<file path="config.mk">
export PLATFORM = sky130hd
export DESIGN_NAME = mono_framebuffer_to_page_bytes
export DESIGN_NICKNAME = d
export VERILOG_FILES = /design/src/design/mfpb_pkg.sv /design/src/design/mfpb_front.sv /design/src/design/mfpb_queue.sv /design/src/design/mfpb_back.sv /design/src/design/mono_framebuffer_to_page_bytes.sv
export SDC_FILE = /design/constraint.sdc
export NUM_CORES = 2
export LEC_CHECK = 0
export BUFFER_PORTS_ARGS = -buffer_cell sky130_fd_sc_hd__buf_4
export CORE_MARGIN = 10
export CORE_UTILIZATION = 45
export CTS_BUF_LIST = sky130_fd_sc_hd__clkbuf_8
export DETAILED_ROUTE_END_ITERATION = 7
export RECOVER_POWER = 25
export SKIP_CTS_REPAIR_TIMING = 1
export SYNTH_ARGS = -nofsm -noshare
export SYNTH_HDL_FRONTEND = slang
export SYNTH_SLANG_ARGS = --single-unit
export TNS_END_PERCENT = 100
</file>
<file path="constraint.sdc">
create_clock -name clock -period 34.4 [get_ports clock]
set_input_delay 1.72 -clock clock [delete_from_list [all_inputs] [get_ports clock]]
set_output_delay 1.72 -clock clock [all_outputs]
set_load 0.02 [all_outputs]
</file>
<file path="src/design/mfpb_pkg.sv">
package mfpb_pkg;

   // picture geometry
   localparam int WIDTH  = 128;
   localparam int HEIGHT = 128;
   localparam int COL_W  = $clog2(WIDTH);
   localparam int ROW_W  = $clog2(HEIGHT);

   // page number carried in the page select command
   localparam int PAGE_W = 4;

   // job queue between front and back
   localparam int QUEUE_DEPTH = 4;
   localparam int QPTR_W      = $clog2(QUEUE_DEPTH);
   localparam int QCNT_W      = $clog2(QUEUE_DEPTH + 1);

   // panel command bytes
   localparam logic [7:0] CMD_PAGE_BASE = 8'hB0;
   localparam logic [7:0] CMD_COL_HIGH  = 8'h10;
   localparam logic [7:0] CMD_COL_LOW   = 8'h00;

   // register map, selected by paddr[2]
   localparam logic REG_ENABLE    = 1'b0;
   localparam logic REG_THRESHOLD = 1'b1;
   localparam int   ADDR_W        = 3;

   localparam logic [7:0] THRESHOLD_RESET = 8'd128;

   // one packed column byte, with or without the command burst ahead of it
   typedef struct packed {
      logic [7:0]        data;
      logic              with_cmd;
      logic [PAGE_W-1:0] page;
   } job_type;

   // queue status seen by the front and the back
   typedef struct packed {
      logic              head_valid;
      logic [QCNT_W-1:0] count;
   } queue_status_type;

endpackage

</file>
<file path="src/design/mfpb_front.sv">
module mfpb_front (
   input  logic                      clock,
   input  logic                      reset,
   input  logic                      req_valid,
   output logic                      req_ready,
   input  logic [7:0]                req_pixel,
   input  logic                      req_frame_start,
   input  logic                      enable,
   input  logic [7:0]                threshold,
   input  mfpb_pkg::queue_status_type queue_status,
   output logic                      push_valid,
   output mfpb_pkg::job_type         push_job
);

   localparam logic [mfpb_pkg::COL_W-1:0] COL_LAST = mfpb_pkg::COL_W'(mfpb_pkg::WIDTH - 1);
   localparam logic [mfpb_pkg::ROW_W-1:0] ROW_LAST = mfpb_pkg::ROW_W'(mfpb_pkg::HEIGHT - 1);

   logic [mfpb_pkg::COL_W-1:0]  col_ff, col_in, col_cur;
   logic [mfpb_pkg::ROW_W-1:0]  row_ff, row_in, row_cur;
   logic [2:0]                  sub;
   logic [2:0]                  pos;
   logic                        bit_lit;
   logic                        accept;
   logic                        store;
   logic                        fetch;
   logic [mfpb_pkg::QCNT_W:0]   occupancy;

   logic [6:0]                  page_mem [mfpb_pkg::WIDTH];
   logic [6:0]                  rd_ff;

   logic                        s1_valid_ff;
   logic                        s1_bit_ff;
   logic                        s1_first_ff;
   logic [mfpb_pkg::PAGE_W-1:0] s1_page_ff;

   // room for the item in flight plus the one accepted now
   assign occupancy = {1'b0, queue_status.count} + (mfpb_pkg::QCNT_W + 1)'(s1_valid_ff);
   assign req_ready = occupancy < (mfpb_pkg::QCNT_W + 1)'(mfpb_pkg::QUEUE_DEPTH);
   assign accept    = req_valid && req_ready;

   // position of this pixel, frame start forces the origin
   assign col_cur = req_frame_start ? '0 : col_ff;
   assign row_cur = req_frame_start ? '0 : row_ff;
   assign sub     = row_cur[2:0];
   assign pos     = 3'd6 - sub;
   assign bit_lit = req_pixel >= threshold;

   // rows 0..6 of a page are stored, row 7 reads the column back when enabled
   assign store = accept && (sub != 3'd7);
   assign fetch = accept && (sub == 3'd7) && enable;

   // raster counters
   always_comb begin
      col_in = col_ff;
      row_in = row_ff;
      if (accept) begin
         if (col_cur == COL_LAST) begin
            col_in = '0;
            row_in = (row_cur == ROW_LAST) ? '0 : row_cur + 1'b1;
         end else begin
            col_in = col_cur + 1'b1;
            row_in = row_cur;
         end
      end
   end

   always_ff @(posedge clock) begin
      if (reset) begin
         col_ff      <= '0;
         row_ff      <= '0;
         s1_valid_ff <= 1'b0;
      end else begin
         col_ff      <= col_in;
         row_ff      <= row_in;
         s1_valid_ff <= fetch;
      end
   end

   // column bit store, one bit written per pixel of rows 0..6
   always_ff @(posedge clock) begin
      if (store) begin
         page_mem[col_cur][pos] <= bit_lit;
      end
      if (fetch) begin
         rd_ff <= page_mem[col_cur];
      end
   end

   // fetch stage payload
   always_ff @(posedge clock) begin
      if (fetch) begin
         s1_bit_ff   <= bit_lit;
         s1_first_ff <= (col_cur == '0);
         s1_page_ff  <= mfpb_pkg::PAGE_W'(row_cur >> 3);
      end
   end

   // packed byte, top row in bit 7
   assign push_valid        = s1_valid_ff;
   assign push_job.data     = {rd_ff, s1_bit_ff};
   assign push_job.with_cmd = s1_first_ff;
   assign push_job.page     = s1_page_ff;

endmodule

</file>
<file path="src/design/mfpb_queue.sv">
module mfpb_queue (
   input  logic                       clock,
   input  logic                       reset,
   input  logic                       push_valid,
   input  mfpb_pkg::job_type          push_job,
   input  logic                       pop,
   output mfpb_pkg::job_type          head_job,
   output mfpb_pkg::queue_status_type queue_status
);

   mfpb_pkg::job_type                 slot_ff [mfpb_pkg::QUEUE_DEPTH];
   logic [mfpb_pkg::QPTR_W-1:0]       wr_ptr_ff, wr_ptr_in;
   logic [mfpb_pkg::QPTR_W-1:0]       rd_ptr_ff, rd_ptr_in;
   logic [mfpb_pkg::QCNT_W-1:0]       count_ff, count_in;
   logic                              do_pop;

   assign do_pop = pop && (count_ff != '0);

   // pointers and fill count
   always_comb begin
      wr_ptr_in = push_valid ? wr_ptr_ff + 1'b1 : wr_ptr_ff;
      rd_ptr_in = do_pop ? rd_ptr_ff + 1'b1 : rd_ptr_ff;
      count_in  = count_ff + mfpb_pkg::QCNT_W'(push_valid) - mfpb_pkg::QCNT_W'(do_pop);
   end

   always_ff @(posedge clock) begin
      if (reset) begin
         wr_ptr_ff <= '0;
         rd_ptr_ff <= '0;
         count_ff  <= '0;
      end else begin
         wr_ptr_ff <= wr_ptr_in;
         rd_ptr_ff <= rd_ptr_in;
         count_ff  <= count_in;
      end
   end

   // job slots
   always_ff @(posedge clock) begin
      if (push_valid) begin
         slot_ff[wr_ptr_ff] <= push_job;
      end
   end

   assign head_job                = slot_ff[rd_ptr_ff];
   assign queue_status.head_valid = count_ff != '0;
   assign queue_status.count      = count_ff;

endmodule

</file>
<file path="src/design/mfpb_back.sv">
module mfpb_back (
   input  logic                       clock,
   input  logic                       reset,
   input  mfpb_pkg::job_type          head_job,
   input  mfpb_pkg::queue_status_type queue_status,
   output logic                       pop,
   output logic                       rsp_valid,
   input  logic                       rsp_ready,
   output logic [7:0]                 rsp_panel_byte,
   output logic                       rsp_is_command,
   output logic                       rsp_last
);

   // burst steps
   localparam logic [1:0] STEP_PAGE = 2'd0;
   localparam logic [1:0] STEP_HIGH = 2'd1;
   localparam logic [1:0] STEP_LOW  = 2'd2;
   localparam logic [1:0] STEP_DATA = 2'd3;

   logic [1:0] step_ff, step_in;
   logic       rsp_valid_ff, rsp_valid_in;
   logic [7:0] byte_ff, byte_in;
   logic       cmd_ff, cmd_in;
   logic       last_ff, last_in;
   logic       load;
   logic       emit;

   // output register takes a new byte when empty or being taken
   assign load = !rsp_valid_ff || rsp_ready;
   assign emit = load && queue_status.head_valid;

   always_comb begin
      step_in      = step_ff;
      rsp_valid_in = rsp_valid_ff;
      byte_in      = byte_ff;
      cmd_in       = cmd_ff;
      last_in      = last_ff;
      pop          = 1'b0;
      if (load) begin
         rsp_valid_in = queue_status.head_valid;
      end
      if (emit) begin
         if (head_job.with_cmd) begin
            case (step_ff)
               STEP_PAGE: begin
                  byte_in = mfpb_pkg::CMD_PAGE_BASE | {4'h0, head_job.page};
                  cmd_in  = 1'b1;
                  last_in = 1'b0;
                  step_in = STEP_HIGH;
               end
               STEP_HIGH: begin
                  byte_in = mfpb_pkg::CMD_COL_HIGH;
                  cmd_in  = 1'b1;
                  last_in = 1'b0;
                  step_in = STEP_LOW;
               end
               STEP_LOW: begin
                  byte_in = mfpb_pkg::CMD_COL_LOW;
                  cmd_in  = 1'b1;
                  last_in = 1'b0;
                  step_in = STEP_DATA;
               end
               default: begin
                  byte_in = head_job.data;
                  cmd_in  = 1'b0;
                  last_in = 1'b1;
                  step_in = STEP_PAGE;
                  pop     = 1'b1;
               end
            endcase
         end else begin
            byte_in = head_job.data;
            cmd_in  = 1'b0;
            last_in = 1'b1;
            step_in = STEP_PAGE;
            pop     = 1'b1;
         end
      end
   end

   always_ff @(posedge clock) begin
      if (reset) begin
         step_ff      <= STEP_PAGE;
         rsp_valid_ff <= 1'b0;
      end else begin
         step_ff      <= step_in;
         rsp_valid_ff <= rsp_valid_in;
      end
   end

   always_ff @(posedge clock) begin
      byte_ff <= byte_in;
      cmd_ff  <= cmd_in;
      last_ff <= last_in;
   end

   assign rsp_valid      = rsp_valid_ff;
   assign rsp_panel_byte = byte_ff;
   assign rsp_is_command = cmd_ff;
   assign rsp_last       = last_ff;

endmodule

</file>
<file path="src/design/mono_framebuffer_to_page_bytes.sv">
// channel   direction  handshake             payload
// req       in         req_valid/req_ready   req_pixel[7:0], req_frame_start
// rsp       out        rsp_valid/rsp_ready   rsp_panel_byte[7:0], rsp_is_command, rsp_last
// csr       in         psel/penable/pready   paddr[2:0], pwdata[31:0], prdata[31:0]
//
// one pixel per cycle is accepted while the job queue has room; a pixel of a page's
// eighth row reaches rsp through the column store read, the job queue and the output register
// column 0 of that row gives four bytes, and the front keeps taking pixels until the
// four-entry job queue is full
// reset is synchronous: counters cleared, enable 0, threshold 128, column store
// holds no defined value until rows are written
module mono_framebuffer_to_page_bytes (
   input  logic                        clock,
   input  logic                        reset,
   input  logic                        req_valid,
   output logic                        req_ready,
   input  logic [7:0]                  req_pixel,
   input  logic                        req_frame_start,
   output logic                        rsp_valid,
   input  logic                        rsp_ready,
   output logic [7:0]                  rsp_panel_byte,
   output logic                        rsp_is_command,
   output logic                        rsp_last,
   input  logic                        psel,
   input  logic                        penable,
   input  logic                        pwrite,
   input  logic [mfpb_pkg::ADDR_W-1:0] paddr,
   input  logic [31:0]                 pwdata,
   output logic [31:0]                 prdata,
   output logic                        pready
);

   logic                       enable_ff, enable_in;
   logic [7:0]                 threshold_ff, threshold_in;
   logic                       csr_write;
   logic                       push_valid;
   mfpb_pkg::job_type          push_job;
   mfpb_pkg::job_type          head_job;
   mfpb_pkg::queue_status_type queue_status;
   logic                       pop;

   // configuration registers
   assign pready    = 1'b1;
   assign csr_write = psel && penable && pwrite && pready;

   always_comb begin
      enable_in    = enable_ff;
      threshold_in = threshold_ff;
      if (csr_write) begin
         case (paddr[2])
            mfpb_pkg::REG_ENABLE:    enable_in    = pwdata[0];
            mfpb_pkg::REG_THRESHOLD: threshold_in = pwdata[7:0];
            default: ;
         endcase
      end
   end

   always_ff @(posedge clock) begin
      if (reset) begin
         enable_ff    <= 1'b0;
         threshold_ff <= mfpb_pkg::THRESHOLD_RESET;
      end else begin
         enable_ff    <= enable_in;
         threshold_ff <= threshold_in;
      end
   end

   // register read back
   assign prdata = (paddr[2] == mfpb_pkg::REG_THRESHOLD) ? {24'h0, threshold_ff}
                                                         : {31'h0, enable_ff};

   mfpb_front u_front (
      .clock           (clock),
      .reset           (reset),
      .req_valid       (req_valid),
      .req_ready       (req_ready),
      .req_pixel       (req_pixel),
      .req_frame_start (req_frame_start),
      .enable          (enable_ff),
      .threshold       (threshold_ff),
      .queue_status    (queue_status),
      .push_valid      (push_valid),
      .push_job        (push_job)
   );

   mfpb_queue u_queue (
      .clock        (clock),
      .reset        (reset),
      .push_valid   (push_valid),
      .push_job     (push_job),
      .pop          (pop),
      .head_job     (head_job),
      .queue_status (queue_status)
   );

   mfpb_back u_back (
      .clock          (clock),
      .reset          (reset),
      .head_job       (head_job),
      .queue_status   (queue_status),
      .pop            (pop),
      .rsp_valid      (rsp_valid),
      .rsp_ready      (rsp_ready),
      .rsp_panel_byte (rsp_panel_byte),
      .rsp_is_command (rsp_is_command),
      .rsp_last       (rsp_last)
   );

endmodule
</file>
**After elaboration in Yosys (flattened, before gate mapping)**

Memories as Yosys holds them, arrays and structs flattened. A register that Yosys moved wholly into a read port is not among the register bits.
Index checks and enable logic that the tools add are counted.

- Memory bits (writable): 948
- Memories kept: 2
- Bits in registers: 50
- Bits in latches: 0
- Input bits: 51
- Memory bits (read-only): 0
- Output and inout bits: 45
- Word-level logic and storage cells: 76

- $mul: 0
- Multiplexer cells: 22
- Magnitude comparators: 4
- Reduce and logical (&&, ||, !) cells: 17
- Equal/unequal tests: 6
- Bitwise gates (word level): 1
- Shift operators: 0
- $add $sub $neg: 8
- Div/mod/pow operators: 0

Memory list:

| memory | depth | bits a word | read ports | clocked after memory_dff | wr ports | line | RTL |
|---|---|---|---|---|---|---|---|
| u_front.page_mem | 128 | 7 | 1 | 1 | 1 | mfpb_front.sv:28 | `logic [6:0] page_mem [mfpb_pkg::WIDTH];` |
| u_queue.slot_ff | 4 | 13 | 1 | 1 | 1 | mfpb_queue.sv:11 | `mfpb_pkg::job_type slot_ff [mfpb_pkg::QUEUE_DEPTH];` |

Operator list:

| kind | count |
|---|---|
| $mux 7 | 6 |
| $pmux 8 s3 | 1 |
| $mux 8 | 2 |
| $add 7x1->7 const B | 2 |
| $eq 7x7->1 const B | 2 |
| $logic_and 1x1->1 | 9 |
| $ge 8x8->1 | 1 |
| $mux 1 | 8 |
| $logic_not 7->1 | 1 |
| $mux 2 | 3 |
| $pmux 2 s3 | 1 |
| $add 2x1->2 const B | 2 |
| $add 3x1->4 | 1 |
| $lt 3x4->1 const B | 1 |
| $lt 4x3->1 const B | 1 |
| $reduce_and 2->1 | 2 |
| $add 3x1->3 | 1 |
| $demux 1 s3 | 1 |
| $eq 3x3->1 const B | 1 |
| $ge 3x1->1 const B | 1 |
| $ne 3x3->1 const B | 1 |
| $reduce_bool 3->1 | 1 |
| $reduce_or 3->1 | 1 |
| $sub 3x1->3 | 1 |
| other kinds (7) | 7 |

**Longest topological paths before layout**

- Word-level depth: 8
- Mapped depth: 14

**Modules after synthesis**

From an unflattened synthesis, not the netlist that was laid out.

- Cells, all modules: 3556
- Area, all modules: 44197.4 sq um

By module, submodules not included:

| module | cells each | instances | area an instance (sq um) | seq. area each (sq um) |
|---|---|---|---|---|
| mfpb_front | 3313 | 1 | 40570.2 | 27596.5 |
| mfpb_queue | 111 | 1 | 2344.7 | 1741.7 |
| mono_framebuffer_to_page_bytes | 74 | 1 | 663.1 | 180.2 |
| mfpb_back | 58 | 1 | 619.3 | 360.3 |

**Least setup slack after synthesis**

Ideal clock, no wire load.

- Path type: input port to flip-flop
- Start: input req_pixel[0]
- End: memory u_front.page_mem[0][0], data pin
- Library setup time: 5.010 ns
- Stages: 9
- Slack: 3.022 ns
- Data required time: 29.390 ns
- Arrival: 26.368 ns
- Cell sequence: inv_1 ha_1 nand2b_1 a21o_1 a21o_1 a21oi_1 nor2b_1 o21ai_0 a21oi_1

- Cells in the longest elaborated chain, start to end: 1

RTL lines:

| item | line | RTL |
|---|---|---|
| start, declared | mono_framebuffer_to_page_bytes.sv:17 | `input logic [7:0] req_pixel,` |
| $ge 8x8->1 | mfpb_front.sv:46 | `assign bit_lit = req_pixel >= threshold;` |
| named net u_front.bit_lit | mfpb_front.sv:22 | `logic bit_lit;` |
| end, declared | mfpb_front.sv:28 |  |

The timed path passes the listed nets, and every way through them passes these cells.

**Worst setup path after layout**

- Start: input req_frame_start
- End: register u_front.rd_ff[3], read port of u_front.page_mem, data pin

- Cells in the longest elaborated chain, start to end: 4
- Elaborated cells between the ends (all ways): 5

RTL lines:

| item | line | RTL |
|---|---|---|
| start, declared | mono_framebuffer_to_page_bytes.sv:18 | `input logic req_frame_start,` |
| $mux 7 | mfpb_front.sv:43 | `assign row_cur = req_frame_start ? '0 : row_ff;` |
| $eq 3x3->1 | mfpb_front.sv:50 | `assign fetch = accept && (sub == 3'd7) && enable;` |
| $logic_and 1x1->1 (2 in series) | mfpb_front.sv:50 |  |
| end, declared | mfpb_front.sv:29 | `logic [6:0] rd_ff;` |

Several ways; a longest one is shown, not always the timed one.
A chain may end at the register's enable or synchronous reset.

==> impl_metrics.py <==
metrics = {
    "synth": {
        "synth-async-reset-ratio_pct": 0,
        "synth.avg_cell_area_um2": 12.28,
        "synth_top_family_by_area": "simple AND/OR/NAND/NOR gates",
        "synth-edff-count": 971,
        "synth-xor-area-share_pct": 0.07946,
        "synth.top_cells.by_count": "1018 x nor2_1, 971 x edfxtp_1, 234 x nand2_1",
        "synth-seq-cells": 1007,
        "synth.distinct_cells": 74,
        "yosys.area.top_type": "edfxtp_1",
        "synthTopCellsByArea": "edfxtp_1 66%, nor2_1 8.7%, mux2i_1 3.3%",
        "yosysMostFrequentCell": "nor2_1",
        "synth_cells": 3591,
        "synthFlopType": "edfxtp_1",
        "synth-compound-area-share_pct": 9.751,
        "synth-simple-area-share_pct": 12.88,
        "yosys.area.top_type_share_pct": 66.14,
        "yosysWarnings": 0,
        "syn-cell-area_mm2": 0.04409,
        "synth_adder_area_share_pct": 0.7549,
        "yosysSeqAreaShare_pct": 67.77,
        "yosys-mux-area-fraction_pct": 5.315,
    },
    "clocking": {
        "clkLatencyLatePin_ps": 860,
        "numCtsBuffers": 170,
        "h-tree-depth": 4,
        "cts_tree": "yes",
        "root_buffer": "clkbuf_8",
        "clkSlewWorstSetupHoldPaths_ps": 60,
        "cts_sinks": 1007,
        "cts_buffer_depth": 3,
    },
    "floorplanning": {
        "die_w_um": 333.0,
        "core-area_mm2": 0.09699,
        "initial_core_util_pct": 45.46,
        "dieArea_mm2": 0.1109,
        "ios": 96,
        "rows": 114,
        "fp.dieH_um": 333.0,
    },
    "timing": {
        "slew_headroom_pct": -232.3,
        "fin_skew_ps": 47.95,
        "setup-violations-final": 0,
        "rsz0062_at_grt": "false",
        "min_period_over_period_pct": 33.43,
        "period_needed_ps": 11500,
        "tns_ps": 0,
        "hold_viol_final": 0,
        "maxSlewViolCount": 608,
        "worst_pin_slew_ps": 4984,
        "fmax_mhz": 86.96,
    },
    "worst_hold_path": {
        "hold_start": "threshold_ff[5]$_SDFFE_PP0P_",
        "hold_path_class": "reg -> reg",
        "min_delay_path_depth": 2,
    },
    "drt": {
        "firstDrtPassIters": 8,
        "vias": 31240,
        "drtIter0Drc": 4251,
        "antenna_left": 0,
        "vias_per_cell": 6.209,
        "wl_um": 145000,
        "routedWlPerCell_um": 28.81,
        "drc": 2,
    },
    "placed_design": {
        "routabilityCongestion": 0.8928,
        "port_buffers": 44,
        "hpwl_um": 85670,
    },
    "setup_path": {
        "regToRegSetupSlack_ps": 25090,
        "required_ps": 34850,
        "startpoint": "req_frame_start",
        "path_class": "in -> reg",
        "worst_setup_path_start_kind": "primary input",
        "end_kind": "flop",
        "cp_max_fo": 88,
        "worstSetupEndpoint": "u_front.rd_ff[3]$_DFFE_PP_",
        "rr_startpoint": "threshold_ff[0]$_SDFFE_PP0P_",
        "r2r_cells": 12,
        "r2r-end": "u_front.page_mem[112][2]$_DFFE_PP_",
        "worstPathArrival_ps": 11950,
    },
    "global_routing": {
        "grt_max_degree": 123,
        "antenna_found_initial": 4,
        "grt.overflow.total": 0,
        "grt.total_usage_pct": 25.30,
        "grt_pass1_wl_um": 206900,
        "grt_pass1_vias": 29400,
    },
    "cells_and_area": {
        "drive_gt1_share_pct": 10.50,
        "area_delta_synth_final_pct": 9.910,
        "utilization_pct": 49.96,
        "layout.nets": 3696,
    },
    "power": {
        "power-per-cell-area_mw_per_mm2": 52.87,
        "peakVddDrop_v": 0.00002142,
        "cellLeakagePower_nw": 14.64,
    },
    "status": {
        "violations": "DRC, capacitance limit, slew limit",
        "run_status": "finished, violations left",
    },
    "job": {
        "cap_violations": 9,
    },
}
==> worst max-delay path, cell delays in order <==
cell and delay, ps:
clkbuf_1 1990, clkbuf_1 3520, nor2b_1 70, buf_4 410, inv_1 110, clkbuf_1 1650
o21ai_0 290, a222oi_1 690, o22ai_1 340, o21ai_0 550, nand4_1 330
==> worst min path at each step <==
stage / end / slack (ps)
2_1_floorplan: threshold_ff[1]$_SDFFE_PP0P_ / 440
3_3_place_gp: threshold_ff[4]$_SDFFE_PP0P_ / 450
3_5_place_dp: threshold_ff[1]$_SDFFE_PP0P_ / 450
4_1_cts: threshold_ff[1]$_SDFFE_PP0P_ / 460
5_1_grt: threshold_ff[1]$_SDFFE_PP0P_ / 470
6_report: threshold_ff[5]$_SDFFE_PP0P_ / 450
==> metrics by stage <==
step	hold slack, ps	cells	area (µm²)	worst slack, ps	total power [mW]
global route	467.7	5031	48460	23040	2.640
detailed placement	447.6	4723	45590	27840	1.621
finish	453.7	5031	48460	22900	2.562
global placement	447.0	4723	45590	27950	1.619
floorplan	436.3	3614	44170	3022	1.594
CTS	455.4	5029	48570	28720	2.572
==> sequential cells by signal, indices dropped and copies added (netlist names), 2 cells and up, named ones only <==
signal                 flops
u_front.page_mem         896
u_queue.slot_ff           52
threshold_ff               8
u_back.rsp_panel_byte      8
u_front.col_ff             7
u_front.rd_ff              7
u_front.row_ff             7
u_front.s1_page_ff         4
u_queue.count_ff           3
u_back.step_ff             2
u_queue.rd_ptr_ff          2
u_queue.wr_ptr_ff          2
==> power breakdown <==
group	leakage [nW]	switching, mW	internal (mW)
logic	3.79	0.155	0.0534
registers	9.11	0.0101	1.38
clock network	1.74	0.490	0.475
==> logic make-up after synthesis <==
logic type | count (synthesis)
compound gates | 618
xor+xnor | 4
fa+ha+maj | 26
buf+inv | 327
flops | 1007
mux | 200
other cells | 2
simple gates | 1407
==> final cells by class <==
cell class | instances | area [µm²]
repair buffers | 133 | 909.6
diodes | 2 | 5.005
clock buffers | 173 | 2381
multi-input cells | 2280 | 12970
fillers | 8717 | 48540
well taps | 1276 | 1597
clock inverters | 133 | 601.8
inverters | 27 | 101.3
flip-flops and latches | 1007 | 29890
==> cell usage in the layout (no fill, tap or decap), types with 56 or more instances in the layout <==
cell / instances
mux2i_1: 146
clkbuf_8: 173
clkinv_1: 56
a21oi_1: 107
a22oi_1: 118
nand2_1: 233
o22ai_1: 70
buf_4: 103
nor2_1: 1008
o21ai_0: 90
edfxtp_1: 971
inv_1: 88
==> routing by layer <==
layer | global-route usage (%) | vias up | share of wire [%]
met4 | 12.66 | 4 | 5.2
met5 | 0 | - | 0.019
met1 | 33.39 | 15680 | 38
li1 | - | 13210 | -
met2 | 39.11 | 1953 | 45
met3 | 5.787 | 392 | 12
Note: power is estimated with default switching activity, not from simulation.
